## src/hdl/fpa_pkg.sv

```systemverilog
`timescale 1ns / 1ps
package fpa_pkg;

  localparam int FracBitsDef = 8;
  localparam int WordBitsDef = 32;
  localparam int ActBits     = 4;

  typedef enum logic [ActBits-1:0] {
    ACT_ADD      = 4'd0,
    ACT_SUB      = 4'd1,
    ACT_MUL      = 4'd2,
    ACT_DIV      = 4'd3,
    ACT_EQ       = 4'd4,
    ACT_NE       = 4'd5,
    ACT_GE       = 4'd6,
    ACT_LE       = 4'd7,
    ACT_GT       = 4'd8,
    ACT_LT       = 4'd9,
    ACT_MIN      = 4'd10,
    ACT_MAX      = 4'd11,
    ACT_INC      = 4'd12,
    ACT_DEC      = 4'd13,
    ACT_TO_INT   = 4'd14,
    ACT_FROM_INT = 4'd15
  } action_e;

  // control that travels alongside each request
  typedef struct packed {
    logic    valid;
    action_e act;
    logic    neg;
    logic    truth;
    logic    dz;
  } ctrl_t;

endpackage

```

## src/hdl/fpa_mul.sv

```systemverilog
`timescale 1ns / 1ps
module fpa_mul #(
  parameter int WordBits = fpa_pkg::WordBitsDef,
  parameter int FracBits = fpa_pkg::FracBitsDef
) (
  input  logic                clk_i,
  input  logic [WordBits-1:0] ma_i,
  input  logic [WordBits-1:0] mb_i,
  output logic [WordBits-1:0] q_o
);
  localparam int SumBits = WordBits + FracBits;

  logic [2*WordBits-1:0] prod_q;
  logic [SumBits-1:0]    sum;
  logic [WordBits-1:0]   q_q;

  // round half away from zero on the magnitude
  assign sum = prod_q[SumBits-1:0] + (SumBits'(1) << (FracBits - 1));

  always_ff @(posedge clk_i) begin
    prod_q <= ma_i * mb_i;
    q_q    <= sum[SumBits-1:FracBits];
  end

  assign q_o = q_q;
endmodule

```

## config.mk

```make
export PLATFORM = sky130hd
export DESIGN_NAME = fpa_mul
export DESIGN_NICKNAME = d
export VERILOG_FILES = /design/src/hdl/fpa_pkg.sv /design/src/hdl/fpa_mul.sv
export SDC_FILE = /design/constraint.sdc
export NUM_CORES = 2
export LEC_CHECK = 0
export ABC_AREA = 0
export BUFFER_PORTS_ARGS = -buffer_cell sky130_fd_sc_hd__buf_2
export CORE_MARGIN = 4
export CORE_UTILIZATION = 45
export CTS_CLUSTER_DIAMETER = 150
export DETAILED_ROUTE_END_ITERATION = 10
export PLACE_DENSITY = 0.69
export SYNTH_ARGS = -nofsm -noshare
export SYNTH_HDL_FRONTEND = slang
export SYNTH_SLANG_ARGS = --single-unit
```

## constraint.sdc

```tcl
create_clock -name clk_i -period 18 [get_ports clk_i]
set_input_delay 1.8 -clock clk_i [delete_from_list [all_inputs] [get_ports clk_i]]
set_output_delay 1.8 -clock clk_i [all_outputs]
set_load 0.02 [all_outputs]
```

# ---- Word level (Yosys, flattened, before mapping)
# Index checks and enable logic that the tools add are counted.
dict set report op_classes {
  n_addsub 1
  n_mul 1
}
# operator count
set op_table {}
lappend op_table {{40-bit by 8-bit adder with 40-bit output (second input constant)} 1}
lappend op_table {{32-bit by 32-bit multiplier with 40-bit output} 1}
dict set report word_totals {
  regBits 72
  output_inout_bits 32
  wordCells 4
}

# ---- Longest topological paths before layout
dict set report logic_depth {
  ltp_word 1
  depth_mapped 26
}

# ---- Worst setup path before layout
# Ideal clock, no wire load.
dict set report synth_path {
  path_kind {input -> register}
  from {in ma_i[12]}
  to {reg prod_q[39]}
  arrival_ns 8.195
  required_time_ns 17.879
  setup_slack_ns 9.685
  cell_stages 24
  n_path_buf 2
  path_cell_list {clkbuf_1 -> clkbuf_1 -> nand2_1 -> fa_1 -> fa_1 -> fa_1 -> fa_1 -> inv_1 -> fa_1 -> fa_1 -> inv_1 -> fa_1 -> fa_1 -> inv_1 -> ha_1 -> and3_1 -> a221o_1 -> a21oi_2 -> o211ai_1 -> nand3b_4 -> nand2_1 -> o21ai_2 -> a221o_1 -> xnor2_1}
}
dict set report synth_between {
  elab_chain_len 1
}
# item line
set synth_lines {}
lappend synth_lines {{start, declared} fpa_mul.sv:7} ;# input logic [WordBits-1:0] ma_i,
lappend synth_lines {{32-bit by 32-bit multiplier with 40-bit output} fpa_mul.sv:21} ;# prod_q <= ma_i * mb_i;
lappend synth_lines {{end signal, assigned} fpa_mul.sv:21}
lappend synth_lines {{end, declared} fpa_mul.sv:13} ;# logic [2*WordBits-1:0] prod_q;
# No other way between the ends.

# ---- Worst setup path after layout
dict set report layout_path {
  from {in mb_i[7]}
  to {reg prod_q[39]}
}
dict set report layout_between {
  elab_chain_len 1
}
# item line
set layout_lines {}
lappend layout_lines {{start, declared} fpa_mul.sv:8} ;# input logic [WordBits-1:0] mb_i,
lappend layout_lines {{32-bit by 32-bit multiplier with 40-bit output} fpa_mul.sv:21}
# No other way between the ends.

==> impl_results.html <==
<table>
<tr><th>Metric</th><th>Value</th></tr>
<tr><th colspan="2">Floorplanning</th></tr>
<tr><td>Initial Utilization</td><td>a little under half</td></tr>
<tr><td>Number of rows in the core area</td><td>84</td></tr>
<tr><td>Top-level I/O count</td><td>97</td></tr>
<tr><td>Area of the placeable core</td><td>0.0528 sq mm</td></tr>
<tr><td>Chip Height</td><td>239 um</td></tr>
<tr><td>DIE AREA</td><td>0.0572 sq mm</td></tr>
<tr><td>Die width</td><td>239 um</td></tr>
<tr><th colspan="2">Setup path</th></tr>
<tr><td>Slowest cell on the critical path</td><td>sky130_fd_sc_hd__buf_2</td></tr>
<tr><td>Arrival time of data at the critical path endpoint</td><td>8.99 ns</td></tr>
<tr><td>Critical path data required time</td><td>approximately 18 ns</td></tr>
<tr><td>Most frequent CP cell</td><td>sky130_fd_sc_hd__fa_1</td></tr>
<tr><td>Critical setup path kind</td><td>input port to flip-flop</td></tr>
<tr><td>Critical path peak fanout</td><td>32</td></tr>
<tr><td>Sum of buffers and inverters on the critical path</td><td>5</td></tr>
<tr><td>Nature of the critical path endpoint</td><td>flip-flop</td></tr>
<tr><td>CP Cell Sequence</td><td>buf_2 -&gt; and2_1 -&gt; fa_1 -&gt; fa_1 -&gt; inv_1 -&gt; fa_1 -&gt; fa_1 -&gt; inv_1 -&gt; fa_1 -&gt; fa_1 -&gt; inv_1 -&gt; fa_1 -&gt; fa_1 -&gt; inv_1 -&gt; ha_1 -&gt; and3_1 -&gt; a221o_1 -&gt; a21oi_2 -&gt; o211ai_1 -&gt; nand3b_4 -&gt; nand2_1 -&gt; o21ai_2 -&gt; a221o_1 -&gt; xnor2_1</td></tr>
<tr><td>Critical path startpoint category</td><td>input port</td></tr>
<tr><td>Delay of the slowest critical-path stage</td><td>0.59 ns</td></tr>
<tr><td>Worst path top cell family by delay</td><td>adder cells</td></tr>
<tr><th colspan="2">Global route</th></tr>
<tr><td>Number of global-route vias before repair</td><td>~19000</td></tr>
<tr><td>Total congestion overflow</td><td>0</td></tr>
<tr><td>Initial antenna violation count</td><td>0</td></tr>
<tr><td>GRT Util Overall</td><td>23.0%</td></tr>
<tr><td>Global-route wire length before repair</td><td>a little over 100000 um</td></tr>
<tr><td>Largest net degree at the start of global routing</td><td>33</td></tr>
<tr><th colspan="2">Logic synthesis</th></tr>
<tr><td>Cell with the most instances after synthesis</td><td>sky130_fd_sc_hd__fa_1</td></tr>
<tr><td>Top_reg_cell synth</td><td>sky130_fd_sc_hd__dfxtp_1</td></tr>
<tr><td>Number of enable-type register cells in the synthesized netlist</td><td>0</td></tr>
<tr><td>Cell type with the highest aggregate area in the netlist</td><td>sky130_fd_sc_hd__fa_1</td></tr>
<tr><td>Yosys warning count</td><td>0</td></tr>
<tr><td>FF+latch count, synth</td><td>65</td></tr>
<tr><td>Cell area after synthesis</td><td>0.0241 sq mm</td></tr>
<tr><td>Gate Count Post-Synth</td><td>approximately 2600</td></tr>
<tr><td>Post-synthesis sequential area ratio</td><td>5.41%</td></tr>
<tr><td>Number of different library cells in the post-synthesis netlist</td><td>44</td></tr>
<tr><td>Leading post-synthesis cells by instance count</td><td>623 x sky130_fd_sc_hd__fa_1, 606 x sky130_fd_sc_hd__inv_1, 409 x sky130_fd_sc_hd__and2_1</td></tr>
<tr><td>Mean area per synthesized cell</td><td>9.31 sq um</td></tr>
<tr><td>Top cell type's share of synthesized area</td><td>51.8%</td></tr>
<tr><td>Net count after synthesis</td><td>3414</td></tr>
<tr><td>Async SR Flop Fraction</td><td>0%</td></tr>
<tr><td>Leading cell types by total area after synthesis</td><td>sky130_fd_sc_hd__fa_1 52%, sky130_fd_sc_hd__and2_1 11%, sky130_fd_sc_hd__inv_1 9.5%</td></tr>
<tr><th colspan="2">Place</th></tr>
<tr><td>Total placed cells including tap cells</td><td>3241</td></tr>
<tr><td>Final GP Congestion</td><td>0.903</td></tr>
<tr><td>Port Buffer Count</td><td>96</td></tr>
<tr><td>DP Wirelength</td><td>49100 um</td></tr>
<tr><td>Post-placement cell area</td><td>about 0.025 sq mm</td></tr>
<tr><th colspan="2">Timing</th></tr>
<tr><td>Final period demand of the worst path</td><td>8.77 ns</td></tr>
<tr><td>Hold violation total from the final report</td><td>0</td></tr>
<tr><td>Pins over their slew limit</td><td>0</td></tr>
<tr><td>Share of the cycle needed by the critical path after routing</td><td>roughly half</td></tr>
<tr><td>Maximum clock rate</td><td>0.114 GHz</td></tr>
<tr><td>Worst-Margin Slew</td><td>0.792 ns</td></tr>
<tr><td>Rel. slew slack</td><td>47.2%</td></tr>
<tr><td>Unrepaired setup endpoints after global routing</td><td>no</td></tr>
<tr><td>Total negative slack</td><td>0 ns</td></tr>
<tr><td>Post-Route Skew</td><td>0.0107 ns</td></tr>
<tr><td>Final setup violation count</td><td>0</td></tr>
<tr><th colspan="2">Finish</th></tr>
<tr><td>Post-Layout Inst Area</td><td>0.0253 sq mm</td></tr>
<tr><td>Post-route non-filler standard cell count</td><td>3257</td></tr>
<tr><td>Final Net Count</td><td>3394</td></tr>
<tr><td>Filler cells</td><td>around 5000</td></tr>
<tr><td>Area of the multi-input gates</td><td>0.0200 sq mm</td></tr>
<tr><td>Area taken by flip-flops and latches</td><td>0.00130 sq mm</td></tr>
<tr><td>Area added between synthesis and finish</td><td>5.04%</td></tr>
<tr><td>Fraction of layout instances using a drive strength above 1</td><td>4.94%</td></tr>
<tr><td>ANT cells</td><td>0</td></tr>
<tr><th colspan="2">Flow run</th></tr>
<tr><td>MaxCap Viol Count</td><td>0</td></tr>
<tr><th colspan="2">Clock tree</th></tr>
<tr><td>Insertion delay of the later-clocked pin in the worst-skew pair</td><td>between 0.3 and 0.4 ns</td></tr>
<tr><td># resized after CTS</td><td>0</td></tr>
<tr><td>Clk sinks</td><td>65</td></tr>
<tr><td>H-tree depth reported by CTS</td><td>3</td></tr>
<tr><td>Number of buffers inserted by hold repair at cts</td><td>0</td></tr>
<tr><td>TritonCTS clock tree</td><td>done</td></tr>
<tr><td>Root buf cell</td><td>sky130_fd_sc_hd__clkbuf_16</td></tr>
<tr><td>TritonCTS buffer count</td><td>9</td></tr>
<tr><td>Post-CTS clock slew at the launch and capture registers of the worst setup and hold paths</td><td>0.06 ns</td></tr>
<tr><td>Post-CTS Setup Repair Bufs</td><td>0</td></tr>
<tr><td>Number of buffers on the longest clock path</td><td>2</td></tr>
<tr><th colspan="2">Outcome</th></tr>
<tr><td>Result of the run</td><td>finished clean</td></tr>
<tr><th colspan="2">Min path</th></tr>
<tr><td>Worst min path class</td><td>flip-flop to flip-flop</td></tr>
<tr><th colspan="2">Route</th></tr>
<tr><td>Total vias in the final route</td><td>16900</td></tr>
<tr><td>Ratio of routed vias to standard cells</td><td>roughly 5.2</td></tr>
<tr><td>First-pass iteration count of the detailed router</td><td>5</td></tr>
<tr><td>DRC Markers</td><td>0</td></tr>
<tr><td>Routed wire length</td><td>62100 um</td></tr>
<tr><td>Initial drt markers</td><td>1067</td></tr>
<tr><td>DR WL/cell</td><td>19.1 um</td></tr>
<tr><td>Post-route ant nets</td><td>0</td></tr>
</table>
-- layout make-up --
cell class                 instances  area share [%]
clock buffer                      10           0.946
clock inverter                     6           0.356
inverter                         606            9.00
multi-input combinational       1780            79.1
sequential                        65            5.15
tap                              688            3.41
timing repair buffer             102            2.08
-- layer usage --
layer | GRT usage [%] | share of wire (%) | up-vias
met3 | 3.29 | 6.5 | 123
met5 | 0 | 0 | -
met2 | 40.3 | 51 | 616
li1 | - | - | 7292
met4 | 7.56 | 3.3 | 0
met1 | 29.6 | 40 | 8851
-- kinds of logic after synthesis --
logic type | after synthesis | synth area share [%]
DFF | 65 | 5.41
AOI/OAI and AO/OA | 63 | 1.85
adders and majority gates | 765 | 59.2
buffers and inverters | 739 | 11.5
and+or+nand+nor | 846 | 18.1
xor gates and xnor gates | 106 | 3.86
-- path summary, 6_finish.rpt --
| check | from | end | slack, ns | depth (start not counted) |
|---|---|---|---|---|
| worst max-delay path | mb_i[7] | prod_q[39]$_DFF_P_ | 9.23 | 24 |
| worst max register to register | prod_q[9]$_DFF_P_ | q_o[29]$_DFF_P_ | 15.62 | 7 |
| worst min-delay path | prod_q[39]$_DFF_P_ | q_o[31]$_DFF_P_ | 0.43 | 1 |
| worst min register to register | prod_q[39]$_DFF_P_ | q_o[31]$_DFF_P_ | 0.43 | 1 |
-- sequential cells by signal (all words and copies together), names as in the netlist --
register  count
prod_q       33
q_o          32
-- stage by stage --
stage | setup slack, ns | hold WS (ns) | util (%)
5_1_grt | 8.99 | 0.451 | 47.9
3_3_place_gp | 8.96 | 0.436 | 47.3
2_1_floorplan | 9.68 | 0.409 | -
4_1_cts | 9.22 | 0.432 | 47.9
6_report | 9.23 | 0.432 | 47.9
3_5_place_dp | 8.83 | 0.423 | 47.3
-- placed cells by master (no fill, tap or decap), drive strengths merged, types with 4 or more instances in the layout --
cell type	netlist	routed
a21o	10	10
a21oi	18	18
and2	409	409
and3	8	8
and4	6	6
buf	2	102
clkbuf	131	10
dfxtp	65	65
fa	623	623
ha	142	142
inv	606	607
nand2	358	358
nand3	14	14
nand4	10	10
nor2	25	25
nor2b	5	5
nor3	4	4
o21a	7	7
o21ai	5	5
o21bai	4	4
xnor2	77	77
xor2	29	29
Power is not shown: default switching activity piles up to over one toggle a cycle in this logic, so the estimate is an artifact.
